**src/hw/rtl/cw_pkg.sv**
```systemverilog
// Shared types and constants for the text console writer.
package cw_pkg;

	localparam logic [2:0] KIND_PUT   = 3'd0;
	localparam logic [2:0] KIND_SETCUR = 3'd1;
	localparam logic [2:0] KIND_CLEAR = 3'd2;
	localparam logic [2:0] KIND_BLANK = 3'd3;
	localparam logic [2:0] KIND_READ  = 3'd4;

	localparam logic [7:0] CH_NEWLINE  = 8'd10;
	localparam logic [7:0] CH_RETURN   = 8'd13;
	localparam logic [7:0] CH_SPACE    = 8'd32;
	localparam logic [7:0] RESET_COLOR = 8'd7;

	localparam int CELL_W  = 16;
	localparam int Q_DEPTH = 2;

	typedef enum logic [2:0] {
		OP_PUT,
		OP_NEWLINE,
		OP_RETURN,
		OP_SETCUR,
		OP_CLEAR,
		OP_BLANK,
		OP_READ,
		OP_NOP
	} op_t;

	typedef struct packed {
		op_t        op;
		logic [7:0] ch;
		logic [4:0] row;
		logic [6:0] col;
		logic       row_ok;
		logic       col_ok;
	} cmd_t;

endpackage

```
**src/hw/rtl/cw_front.sv**
```systemverilog
// Front end: takes commands and classifies them into queued operations.
module cw_front import cw_pkg::*; #(
	parameter int COLUMNS = 80,
	parameter int ROWS    = 25
) (
	input  logic       start,
	input  logic [2:0] kind,
	input  logic [7:0] char_code,
	input  logic [4:0] row_in,
	input  logic [6:0] col_in,
	input  logic       q_full,
	input  logic       init_busy,
	output logic       busy,
	output logic       push,
	output cmd_t       cmd
);

	op_t op;

	always_comb begin
		unique case (kind)
			KIND_PUT: begin
				if (char_code == CH_NEWLINE) begin
					op = OP_NEWLINE;
				end else if (char_code == CH_RETURN) begin
					op = OP_RETURN;
				end else begin
					op = OP_PUT;
				end
			end
			KIND_SETCUR: op = OP_SETCUR;
			KIND_CLEAR:  op = OP_CLEAR;
			KIND_BLANK:  op = OP_BLANK;
			KIND_READ:   op = OP_READ;
			default:     op = OP_NOP;
		endcase
	end

	assign cmd.op     = op;
	assign cmd.ch     = char_code;
	assign cmd.row    = row_in;
	assign cmd.col    = col_in;
	assign cmd.row_ok = 32'(row_in) < ROWS;
	assign cmd.col_ok = 32'(col_in) < COLUMNS;

	assign busy = q_full || init_busy;
	assign push = start && !busy;

endmodule

```
**config.mk**
```make
export PLATFORM = sky130hd
export DESIGN_NAME = cw_front
export DESIGN_NICKNAME = d
export VERILOG_FILES = /design/src/hw/rtl/cw_pkg.sv /design/src/hw/rtl/cw_front.sv
export SDC_FILE = /design/constraint.sdc
export NUM_CORES = 1
export LEC_CHECK = 0
export CAP_MARGIN = 20
export CORE_AREA = 2 2 39 41
export DETAILED_ROUTE_END_ITERATION = 10
export DIE_AREA = 0 0 41 43
export DONT_BUFFER_PORTS = 1
export PLACE_DENSITY = 0.33
export REMOVE_ABC_BUFFERS = 1
export SLEW_MARGIN = 20
export SYNTH_ARGS = -nofsm -noshare
export SYNTH_HDL_FRONTEND = slang
export SYNTH_SLANG_ARGS = --single-unit
```
**constraint.sdc**
```tcl
create_clock -name vclk -period 1.27
set_input_delay 0.3175 -clock vclk [all_inputs]
set_output_delay 0.3175 -clock vclk [all_outputs]
set_load 0.01 [all_outputs]
```
==> results_dict.tcl <==
set metrics [dict create \
    status "finished with violations" \
    violations "negative setup slack" \
    cp_max_fo 2 \
    critPathMaxStageDelay_ps 280 \
    crit_buf_inv 1 \
    gp_congestion 0.556 \
    ff_latch_area_um2 0 \
    route.detailed.wl_per_inst_um 25.0 \
    cp_cell_sequence "nor4_4 > nand2_1 > o41ai_2 > buf_4" \
    max_freq_mhz 686 \
    cp_slowest_cell "o41ai_2" \
    cp.arrival_ps 1140 \
    finalWirelength_um 851 \
    cp-end-kind "output pin" \
    ys_types 14 \
    final_common_cell "buf_4" \
    cts_hold_buf 0 \
    hp-class "in2out" \
    grt_usage 0.0869 \
    required_ps 950 \
    cpLargestDelayFamily "simple AND/OR/NAND/NOR gates" \
    fin_nets 46 \
    worst_pin_slew_ps 465 \
    start_util 0.187 \
    antenna_found_initial 0 \
    final_util 0.134 \
    yosys.area_share.simple 0.217 \
    rsz0062_at_grt "true" \
    synthXorXnorAreaFrac 0 \
    core-area_mm2 0.00138 \
    maxSlewHeadroom 0.686 \
    syn_area_um2 259 \
    final_antenna_net_count 0 \
    avgViaCountPerCell 5.29 \
    io_buffers 0 \
    pin_count 53 \
    clkbuf_count 0 \
    grt_first_pass_wirelength_um 1000 \
    seq_area_frac_synth 0 \
    design.seq.count 0 \
    drt_first_iter_violations 0 \
    post-route-period-util 1.15 \
    fp.dieW_um 41 \
    final_max_slew_viol_count 0 \
    drv_cap 0 \
    netlist_top_cells_area "buf_4 58%, nor4_4 8.2%, o41ai_2 6.3%, or2_1 4.8%, and3b_1 3.4%" \
    powerDensity_mw_per_mm2 234 \
    synth-compound-area-share 0.188 \
    synthAdderAreaFrac 0 \
    via_count 180 \
    final_layout_size_suffix_gt1_frac 0.444 \
    worstSetupPathType "in2out" \
    dp_slack_ps -200 \
    ys_warn_count 0 \
    layout_common_cells "4 x buf_4, 2 x or2_1" \
    finalCriticalPeriod_ps 1460 \
    overflow 0 \
    diodes 0 \
    row_count 14 \
    irDropWorstVdd_uv 28.0 \
    hold_viol_final 0 \
    synth_top_family_by_area "buffers and inverters" \
    finalSetupTns_ps -222 \
    p_leak_uw 0.0000573 \
    stdcell_area_um2 185 \
    synth_area_per_cell_um2 7.62 \
    setup_violations 2 \
    grt_max_degree 4 \
    synth_top_cell_by_area "buf_4" \
    dr.pass1.iters 1 \
    syn_inst 34 \
    die-area_mm2 0.00176 \
    yosys.area.top_type_share 0.580 \
    synth_mux_area_frac 0 \
    post_dp_cell_area_um2 151 \
    fin_ws_ps -188 \
    grt_pass1_vias 200 \
    num-fill-cells 160 \
    start_kind "input pin" \
    fp.dieH_um 43 \
    areaGrowthSynthToFinish_pct -28.5 \
    drc 0 \
]
## cell families (layout without fill, tap and decap cells)
logic type | Yosys count | after routing
buffers and inverters | 21 | 5
and+or+nand+nor | 7 | 7
AOI/OAI and AO/OA | 6 | 6
## per-stage QoR
step	power, µW	cells	hold WS (ps)
detailed placement	37.3	33	635
CTS	37.4	33	635
floorplan	24.4	14	635
finish	43.4	34	635
global route	47.8	34	635
global placement	36.7	33	635
## what timing repair did
item                                    CTS  global route
endpoints found under the setup margin    1             2
gates resized for setup                   0             4
pin swaps                                 0             2
buffers inserted                          0             1
## area by class of cell
class | instances | area, µm² | area share
Timing Repair Buffer | 4 | 30.0 | 0.162
Multi-Input combinational cell | 13 | 131 | 0.709
Inverter | 1 | 3.75 | 0.0203
Tap cell | 16 | 20.0 | 0.108
## worst paths after layout
| path | slack [ps] | startpoint | depth (start not counted) | end |
|---|---|---|---|---|
| max | -190 | char_code[5] | 4 | cmd[22] |
| min | 640 | row_in[1] | 0 | cmd[10] |
## report_power, final
group	leakage (µW)	total [µW]	switching, µW	internal, µW
registers	0	0	0	0
clock network	0	0	0	0
logic	0.0000573	43.4	20.6	22.7
total	0.0000573	43.4	20.6	22.7
## per-layer routing
layer / track usage / part of all wire
met4: 0.0133 / 0.019
met5: 0 / 0
met2: 0.131 / 0.35
met1: 0.0759 / 0.32
met3: 0.0995 / 0.31
## cell usage after synthesis
cell and count:
o311ai_1 1, inv_1 1, nor4_4 1, o41ai_2 1, or2_1 2, nand2_1 1
and3b_1 1, o21bai_1 1, o21ai_0 1, a21oi_1 1, nor2_1 1, buf_4 20
a31oi_1 1, nand2b_1 1
(Power assumes the default switching activity.)
