## config.mk

```make
export PLATFORM = sky130hd
export DESIGN_NAME = cw_queue
export DESIGN_NICKNAME = d
export VERILOG_FILES = /design/src/hw/rtl/cw_pkg.sv /design/src/hw/rtl/cw_queue.sv
export SDC_FILE = /design/constraint.sdc
export NUM_CORES = 1
export LEC_CHECK = 0
export ABC_AREA = 1
export BUFFER_PORTS_ARGS = -buffer_cell sky130_fd_sc_hd__buf_2
export CORE_ASPECT_RATIO = 1.5
export CORE_MARGIN = 2
export CORE_UTILIZATION = 40
export CTS_CLUSTER_DIAMETER = 50
export DETAILED_ROUTE_END_ITERATION = 8
export GPL_TIMING_DRIVEN = 0
export PLACE_DENSITY = 0.69
export SLEW_MARGIN = 5
export SYNTH_ARGS = -nofsm -noshare
export SYNTH_HDL_FRONTEND = slang
export SYNTH_SLANG_ARGS = --single-unit
export TNS_END_PERCENT = 30
```

## constraint.sdc

```tcl
create_clock -name clk -period 2.4 [get_ports clk]
set_input_delay 0.48 -clock clk [delete_from_list [all_inputs] [get_ports clk]]
set_output_delay 0.48 -clock clk [all_outputs]
set_load 0.05 [all_outputs]
```

## src/hw/rtl/cw_pkg.sv

```systemverilog
// Shared types and constants for the text console writer.
package cw_pkg;

	localparam logic [2:0] KIND_PUT   = 3'd0;
	localparam logic [2:0] KIND_SETCUR = 3'd1;
	localparam logic [2:0] KIND_CLEAR = 3'd2;
	localparam logic [2:0] KIND_BLANK = 3'd3;
	localparam logic [2:0] KIND_READ  = 3'd4;

	localparam logic [7:0] CH_NEWLINE  = 8'd10;
	localparam logic [7:0] CH_RETURN   = 8'd13;
	localparam logic [7:0] CH_SPACE    = 8'd32;
	localparam logic [7:0] RESET_COLOR = 8'd7;

	localparam int CELL_W  = 16;
	localparam int Q_DEPTH = 2;

	typedef enum logic [2:0] {
		OP_PUT,
		OP_NEWLINE,
		OP_RETURN,
		OP_SETCUR,
		OP_CLEAR,
		OP_BLANK,
		OP_READ,
		OP_NOP
	} op_t;

	typedef struct packed {
		op_t        op;
		logic [7:0] ch;
		logic [4:0] row;
		logic [6:0] col;
		logic       row_ok;
		logic       col_ok;
	} cmd_t;

endpackage

```

## src/hw/rtl/cw_queue.sv

```systemverilog
// Short command queue between front end and execution unit.
module cw_queue import cw_pkg::*; (
	input  logic clk,
	input  logic arst_n,
	input  logic push,
	input  cmd_t push_data,
	output logic full,
	input  logic pop,
	output logic pop_valid,
	output cmd_t pop_data
);

	localparam int PW = (Q_DEPTH > 1) ? $clog2(Q_DEPTH) : 1;
	localparam int NW = $clog2(Q_DEPTH + 1);

	cmd_t          entry_q [Q_DEPTH];
	logic [PW-1:0] wr_ptr_q;
	logic [PW-1:0] rd_ptr_q;
	logic [NW-1:0] count_q;
	logic          do_push;
	logic          do_pop;

	assign full      = count_q == NW'(Q_DEPTH);
	assign pop_valid = count_q != '0;
	assign pop_data  = entry_q[rd_ptr_q];
	assign do_push   = push && !full;
	assign do_pop    = pop && pop_valid;

	always_ff @(posedge clk or negedge arst_n) begin
		if (!arst_n) begin
			wr_ptr_q <= '0;
			rd_ptr_q <= '0;
			count_q  <= '0;
		end else begin
			if (do_push) begin
				wr_ptr_q <= (wr_ptr_q == PW'(Q_DEPTH - 1)) ? '0 : wr_ptr_q + 1'b1;
			end
			if (do_pop) begin
				rd_ptr_q <= (rd_ptr_q == PW'(Q_DEPTH - 1)) ? '0 : rd_ptr_q + 1'b1;
			end
			if (do_push && !do_pop) begin
				count_q <= count_q + 1'b1;
			end else if (do_pop && !do_push) begin
				count_q <= count_q - 1'b1;
			end
		end
	end

	always_ff @(posedge clk) begin
		if (do_push) begin
			entry_q[wr_ptr_q] <= push_data;
		end
	end

endmodule

```

==> out/qor.yml, run 1 <==
vias_per_cell: 4.339
synth.distinct_cells: 17
p_leak_nw: 1.130
place_area_mm2: 0.002451
syn_avg_cell_area_um2: 12.82
drive_gt1_frac: 0.3348
synthArstFlopShare: 0.07407
numCtsBuffers: 5
synthToLayoutAreaGrowth_pct: 22.77
grt_pass1_wl_um: 5506
fmaxAchievable_ghz: 0.5191
max-cap-violations: 0
htreeDepth: 2
powerDensity_mw_per_mm2: 1431
rsz0062_at_grt: "no"
grt_overflow: 0
syn_nets: 192
worst_slew_pin_slew_ns: 1.027
core_mm2: 0.005085
postLayoutCellArea_mm2: 0.002550
n_antenna_cell: 0
clk_latency_ns: 0.30
synth_edf_count: 50
synth_common_cells: "nand2_1 (83), edfxtp_1 (50), inv_1 (6), dfrtp_1 (4)"
cp.arrival_ns: 1.45
p_int_mw: 1.909
antenna_found_initial: 0
cts.sinks: 54
fin_nets: 256
rows: 32
cts-root-buf: "clkbuf_8"
drc: 0
fp.dieH_um: 92.26
min_period_ns: 1.926
netSwitchingPower_mw: 1.739
via_count: 1280
synth_most_common_cell: "nand2_1"
ios: 56
start_kind: "flip-flop"
netlist_area_mm2: 0.002077
cts_tree: "done"
setup_viol: 0
fin_cells: 295
crit_slowest_cell: "dfrtp_1"
ys_seq_elements: 54
yosysSeqAreaShare: 0.7711
place_congestion: 0.7341
clkPwrFrac: 0.131
reg2regPathDepth: 4
post-place-cells: 286
synthFlopType: "edfxtp_1"
yosysWarningCount: 0
slowest_delay_ns: 0.38
drv_slew: 0
path_clk_slew_ns: 0.09
io_buffer_count: 55
drt_iter0_drc: 38
end_kind: "output pin"
post-route-period-util: 0.8027
initial_core_util: 0.4085
grt_pass1_vias: 1245
irDropWorstVdd_mv: 0.7126
outcome: "finished clean"
synth_cells: 162
fin_worst_skew_ns: 0.005221
worst_hold_slack_ns: 0.3603
cp.required_ns: 1.92
pwr-share-comb: 0.498
synth_top_area_cell: "edfxtp_1"
dp_hpwl_um: 2347
seqPwrFrac: 0.371
holdPathStages: 1
die_w_um: 62.84
dieArea_mm2: 0.005797
grt_max_degree: 26
crit_chain: "buf_6, inv_4, buf_6, nand2_1, nand2_1, buf_2"
hp-class: "in -> reg"
synth_top_area_share: 0.7229
total_power_mw: 3.648
first_pass_iters: 4
slew_headroom: 0.3144
power.share.switching: 0.4768
synthTopCellsByArea: "edfxtp_1 (72%), nand2_1 (15%), dfrtp_1 (4.8%)"
wl_per_cell_um: 11.34
wl_um: 3344
ant_nets: 0
hold_viol_final: 0
crit_fanout: 10
track_usage: 0.1263
clk_path_buf_depth: 2
critPathKind: "reg -> out"
## worst max-delay path, delay by kind of cell, from the launching register on
family,cells,cell delay [ns]
buffers and inverters,4,0.65
DFF,1,0.38
and+or+nand+nor,2,0.11
## layout make-up
type	count	area, um2
fillers	480	2535
flip-flops and latches	54	1602
multi-input cells	95	396.6
repair buffers	57	296.5
well taps	68	85.08
clock buffers	5	68.82
plain buffers	5	48.80
inverters	8	32.53
clock inverters	3	20.02
## timing repair
item | 4_1_cts | 5_1_grt
hold buffers | 1 | 0
endpoints found under the hold margin | 4 | 0
buffers inserted | 0 | 0
resized for setup | 0 | 0
## per-layer routing
metal,track usage,routed length [um],part of all wire
met1,0.1307,1256,0.38
met2,0.2357,1844,0.55
met3,0.02822,166,0.050
met4,0.06296,78,0.023
met5,0,0,0
## cell families (layout without fill, tap and decap cells)
kind of cell,after synthesis,count (layout),synth area share
adders and majority gates,1,1,0.006023
AOI/OAI and AO/OA,1,1,0.002407
buffers and inverters,13,78,0.03915
DFF,54,54,0.7711
and+or+nand+nor,92,92,0.1771
xor gates and xnor gates,1,1,0.004218
## cells in the final DEF (no fill, tap or decap), types with 2 or more instances in the layout
master | netlist | final
buf_2 | 0 | 55
buf_4 | 2 | 2
buf_6 | 3 | 4
clkbuf_8 | 0 | 5
dfrtp_1 | 4 | 4
edfxtp_1 | 50 | 50
inv_1 | 6 | 6
nand2_1 | 83 | 83
nand2_2 | 3 | 3
nand3_1 | 2 | 2
nor2_2 | 1 | 2
## registers in the layout, indices dropped and copies added (netlist names)
register,flops
count_q,2
rd_ptr_q,1
wr_ptr_q,1
entry_q,50
## power by group through the flow
stage	Combinational [mW]	Sequential [mW]	Clock, mW
finish	1.82	1.35	0.479
floorplan	1.42	1.36	0
global placement	1.81	1.37	0
global route	1.97	1.37	0.531
CTS	1.85	1.35	0.501
detailed placement	1.84	1.38	0
## stage by stage
stage	TNS [ns]	util	setup slack, ns
2_1_floorplan	0	-	0.3326
3_5_place_dp	0	0.4820	0.4159
4_1_cts	0	0.5015	0.4437
6_report	0	0.5015	0.4736
5_1_grt	0	0.5015	0.2742
3_3_place_gp	-9.580	0.4793	-0.3843
## worst paths after layout
| kind | start | to | slack (ns) |
|---|---|---|---|
| min | push_data[9] | entry_q[0][9] | 0.36 |
| max reg2reg | count_q[1] | entry_q[1][12] | 0.48 |
| max in group asynchronous | arst_n | rd_ptr_q | 1.78 |
| min reg2reg | count_q[1] | count_q[1] | 0.48 |
| max | rd_ptr_q | pop_data[20] | 0.47 |
| min in group asynchronous | arst_n | count_q[0] | 0.50 |
(Power assumes the default switching activity.)
==> run 2, diff against run 1 <==
==> constraint.sdc (replaced) <==
create_clock -name clk -period 1.9 [get_ports clk]
set_input_delay 0.38 -clock clk [delete_from_list [all_inputs] [get_ports clk]]
set_output_delay 0.38 -clock clk [all_outputs]
set_load 0.05 [all_outputs]
==> run 2 against run 1 <==
Against the previous run:
- global-route usage grew 0.79 points
- largest power group unchanged
- critical path depth is the same
- highest routed layer unchanged
- final area grew 3.5%
- cell count shrank 0.34%
- non-clock buffer count shrank 1
- setup slack lost 0.41 ns
- first-iteration DRC count shrank 24%
- core utilization grew 1.7 points
==> out/qor.yml, run 2 (synthesis results as in run 1) <==
routed.top_layer: "met4"
die_w_um: 62.84
ios: 56
fin_nets: 255
wl_um: 3640
final_common_cell: "nand2_1"
end_kind: "output pin"
dieArea_mm2: 0.005797
antenna_found_initial: 0
max-cap-violations: 0
min_period_ns: 1.841
fp.dieH_um: 92.26
final_cell_mix: "nand2_1 (83), edfxtp_1 (50), buf_2 (40)"
wl_per_cell_um: 12.38
track_usage: 0.1342
vias_per_cell: 4.456
critPathKind: "reg -> out"
slew_headroom: 0.4988
dr_wl_met2_um: 1981
powerDensity_mw_per_mm2: 1899
crit_chain: "buf_6, inv_4, buf_6, nand2_1, nand2_1, buf_2"
crit_fanout: 10
worst_slew_pin_slew_ns: 0.7501
dp_hpwl_um: 2400
grt_overflow: 0
largest_reg_flops: 50
regArea_mm2: 0.001602
cp.arrival_ns: 1.46
path_clk_slew_ns: 0.09
fin_worst_skew_ns: 0.006705
slowest_delay_ns: 0.38
post-route-period-util: 0.9688
place_congestion: 0.6765
outcome: "finished clean"
postCtsSetupBuffers: 0
clk_latency_ns: 0.30
top_register: "entry_q"
cts_tree: "done"
fill_cells: 475
drc: 0
cp.required_ns: 1.52
first_pass_iters: 4
cts-root-buf: "clkbuf_8"
clk_path_buf_depth: 2
grt_pass1_wl_um: 5899
core_mm2: 0.005085
worst_slack_ns: 0.05931
drt-met1-wl_um: 1359
start_kind: "flip-flop"
irDropWorstVdd_mv: 0.9191
fmaxAchievable_ghz: 0.5433
rsz0062_at_grt: "no"
setup_viol: 0
hold_viol_final: 0
synthToLayoutAreaGrowth_pct: 27.05
ff2ff_setup_slack_ns: 0.18
worst_hold_slack_ns: 0.2602
ant_nets: 0
drt_iter0_drc: 29
multi_input_area_um2: 401.6
numCtsBuffers: 5
largestRegisters: "entry_q x50, count_q x2"
post-place-ws_ns: -0.2215
hp-class: "in -> reg"
crit_slowest_cell: "dfrtp_1"
io_buffer_count: 55
initial_core_util: 0.4085
grt_max_degree: 26
grt_pass1_vias: 1383
p_leak_nw: 1.154
tns_ns: 0
rows: 32
wl_met3_um: 148
via_count: 1310
final_core_util: 0.5189
htreeDepth: 2
drive_gt1_frac: 0.3407
cts.sinks: 54
drv_slew: 0
n_antenna_cell: 0
[run 2: worst paths after layout]
check                           depth (start not counted)              to         start
worst max-delay path                                    6     pop_data[5]      rd_ptr_q
worst min-delay path                                    1   entry_q[1][9]  push_data[9]
worst max register to register                          3  entry_q[1][16]    count_q[1]
worst min register to register                          2        wr_ptr_q      wr_ptr_q
max in group asynchronous                               2      count_q[1]        arst_n
min in group asynchronous                               2        wr_ptr_q        arst_n
[run 2: area by class of cell]
cell class,instances,area share
multi-input cells,95,0.1522
well taps,68,0.03224
repair buffers,56,0.1223
clock inverters,2,0.02276
plain buffers,5,0.01849
inverters,8,0.01375
flip-flops and latches,54,0.6069
clock buffers,6,0.03129
[run 2: timing repair]
| action | in CTS | in global routing |
|---|---|---|
| hold buffers | 1 | 0 |
| endpoints found under the setup margin | 50 | 15 |
| resized for setup | 2 | 18 |
| hold endpoints to repair | 4 | 0 |
| gates cloned | 0 | 0 |
[run 2: power breakdown]
| group | total (mW) | internal, mW | switching, mW |
|---|---|---|---|
| Sequential | 1.71 | 1.63 | 0.0827 |
| Clock | 0.903 | 0.561 | 0.342 |
| Combinational | 2.40 | 0.594 | 1.80 |
| Total | 5.01 | 2.79 | 2.23 |
[run 2: critical path: cells and delay by family (launching register included)]
kind | cells | cell delay (ns)
buf+inv | 4 | 0.65
simple gates | 2 | 0.13
flops | 1 | 0.38
[run 2: stage by stage]
step	power, mW	instance area (um2)	instances
6_report	5.011	2639	294
5_1_grt	5.281	2639	294
4_1_cts	4.979	2601	294
3_5_place_dp	4.063	2440	285
3_3_place_gp	4.023	2440	285
2_1_floorplan	3.525	2079	162
[run 2: layer usage]
| layer | track usage | up-vias |
|---|---|---|
| li1 | - | 659 |
| met1 | 0.1346 | 599 |
| met2 | 0.2437 | 40 |
| met3 | 0.02822 | 12 |
| met4 | 0.09259 | 0 |
| met5 | 0 | - |
==> run 3, diff against run 2 <==
--- a/config.mk
+++ b/config.mk
@@ -5,7 +5,6 @@
 export SDC_FILE = /design/constraint.sdc
 export NUM_CORES = 1
 export LEC_CHECK = 0
-export ABC_AREA = 1
 export BUFFER_PORTS_ARGS = -buffer_cell sky130_fd_sc_hd__buf_2
 export CORE_ASPECT_RATIO = 1.5
 export CORE_MARGIN = 2
@@ -13,7 +12,7 @@
 export CTS_CLUSTER_DIAMETER = 50
 export DETAILED_ROUTE_END_ITERATION = 8
 export GPL_TIMING_DRIVEN = 0
-export PLACE_DENSITY = 0.69
+export PLACE_DENSITY = 0.68
 export SLEW_MARGIN = 5
 export SYNTH_ARGS = -nofsm -noshare
 export SYNTH_HDL_FRONTEND = slang
==> run 3 against run 2 <==
Against the previous run:
- clock skew shrank 0.0034 ns
- combinational power down 7%
- register-to-register slack better by 0.04 ns
- critical path depth down 2
- die area grew 1.3%
- synthesized cell count decreased by 40%
- wire length fell by 13%
- largest power group unchanged
- via count decreased by 22%
- first-iteration DRC count increased by 24%
- flip-flop and latch count unchanged
- maximum frequency is 0.31% lower
- global-route usage down 1.7 points
==> out/qor.yml, run 3 <==
yosysWarningCount: 0
setup_viol: 0
fp.dieH_um: 92.87
powerDensity_mw_per_mm2: 1766
synth_top_area_share: 0.7130
slew_headroom: 0.5292
core_mm2: 0.005125
rsz0062_at_grt: "yes"
max-cap-violations: 0
grt_pass1_wl_um: 5154
clk_path_buf_depth: 2
synthArstFlopShare: 0.07407
fin_cells: 228
track_usage: 0.1169
synth_most_common_cell: "edfxtp_1"
post-route-period-util: 0.9718
netlist_area_mm2: 0.002106
final_common_cell: "buf_2"
fin_nets: 190
synth_common_cells: "edfxtp_1 (50), mux2_4 (19), mux2_2 (6), dfrtp_1 (4), xnor2_1 (3)"
synth_top_area_cell: "edfxtp_1"
drt_iter0_drc: 36
rows: 32
multi_input_area_um2: 454.2
fill_cells: 464
drc: 0
post-place-ws_ns: -0.1993
crit_fanout: 10
wl_um: 3170
n_antenna_cell: 0
synthTopCellsByArea: "edfxtp_1 (71%), mux2_4 (14%), dfrtp_1 (4.8%)"
htreeDepth: 2
via_count: 1023
top_register: "entry_q"
dp_hpwl_um: 2298
regArea_mm2: 0.001602
grt_pass1_vias: 1131
p_leak_nw: 1.042
dieArea_mm2: 0.005873
die_w_um: 63.24
postLayoutCellArea_mm2: 0.002579
irDropWorstVdd_mv: 1.115
syn_nets: 127
vias_per_cell: 4.487
clk_latency_ns: 0.29
outcome: "finished clean"
grt_max_degree: 26
hp-class: "in -> reg"
initial_core_util: 0.4109
cts-root-buf: "clkbuf_8"
largestRegisters: "entry_q x50, count_q x2"
cp.required_ns: 1.52
ios: 56
post-place-cells: 220
final_cell_mix: "buf_2 (52), edfxtp_1 (50), mux2_4 (19)"
first_pass_iters: 3
drv_slew: 0
fmaxAchievable_ghz: 0.5416
end_kind: "output pin"
hold_viol_final: 0
ant_nets: 0
path_clk_slew_ns: 0.08
drive_gt1_frac: 0.5750
synthToLayoutAreaGrowth_pct: 22.46
syn_avg_cell_area_um2: 21.71
numCtsBuffers: 5
synth_cells: 97
cts_tree: "done"
antenna_found_initial: 0
io_buffer_count: 55
postCtsSetupBuffers: 0
synthFlopType: "edfxtp_1"
fin_worst_skew_ns: 0.003293
start_kind: "flip-flop"
ys_seq_elements: 54
min_period_ns: 1.846
place_area_mm2: 0.002469
synth_edf_count: 50
synth.distinct_cells: 16
critPathKind: "reg -> out"
grt_overflow: 0
yosysSeqAreaShare: 0.7605
final_core_util: 0.5032
largest_reg_flops: 50
worst_slack_ns: 0.05365
place_congestion: 0.6510
cp.arrival_ns: 1.47
cts.sinks: 54
worst_slew_pin_slew_ns: 0.7046
wl_per_cell_um: 13.90
-- run 3: stage by stage --
| stage | hold WS, ns | total power [mW] | setup TNS [ns] |
|---|---|---|---|
| floorplan | 0.08441 | 3.577 | 0 |
| global placement | 0.1837 | 3.928 | -2.903 |
| detailed placement | 0.1895 | 3.998 | -7.717 |
| CTS | 0.2626 | 4.601 | 0 |
| global route | 0.2532 | 4.776 | -0.02668 |
| finish | 0.2714 | 4.555 | 0 |
-- run 3: layout make-up --
| class | instances | share of cell area |
|---|---|---|
| buffer | 3 | 0.01989 |
| clock buffer | 7 | 0.03348 |
| inverter | 2 | 0.002911 |
| multi-input combinational | 38 | 0.1761 |
| sequential | 54 | 0.6211 |
| tap | 68 | 0.03299 |
| timing repair buffer | 56 | 0.1135 |
-- run 3: critical path, cell delays in order (launching register included) --
cell	delay, ns
dfrtp_1	0.38
buf_6	0.15
buf_12	0.15
mux2_4	0.29
buf_2	0.21
-- run 3: metal layers --
layer / GRT usage / wire (um) / share of wire
met5: 0 / 0 / 0
met4: 0.05978 / 47 / 0.015
met3: 0.03038 / 155 / 0.049
met2: 0.2225 / 1878 / 0.59
met1: 0.1134 / 1088 / 0.34
-- run 3: worst paths after layout --
check,from,to,slack [ns],depth (start not counted)
max,rd_ptr_q,pop_data[16],0.05,4
min,push_data[24],entry_q[0][24],0.27,1
max reg2reg,count_q[0],entry_q[0][20],0.22,3
min reg2reg,count_q[1],count_q[1],0.51,1
max in group asynchronous,arst_n,count_q[0],1.35,2
min in group asynchronous,arst_n,wr_ptr_q,0.43,2
-- run 3: power breakdown --
group	internal, mW	total, mW	switching (mW)
sequential	1.64	1.73	0.0965
combinational	0.761	2.22	1.46
clock	0.289	0.599	0.310
total	2.69	4.56	1.87
-- run 3: repair_timing --
action / CTS / global route
endpoints found under the hold margin: 4 / 0
gates resized for setup: 2 / 6
hold buffers: 1 / 0
endpoints found under the setup margin: 50 / 10
pin swaps: 0 / 0
-- run 3: cells by family (layout without fill, tap and decap cells) --
| logic type | count (synthesis) | after routing | share of synthesized area |
|---|---|---|---|
| xor gates and xnor gates | 5 | 5 | 0.02080 |
| adders and majority gates | 1 | 1 | 0.005941 |
| buffers and inverters | 5 | 68 | 0.02793 |
| DFF | 54 | 54 | 0.7605 |
| muxes | 25 | 25 | 0.1676 |
| and+or+nand+nor | 7 | 7 | 0.01724 |
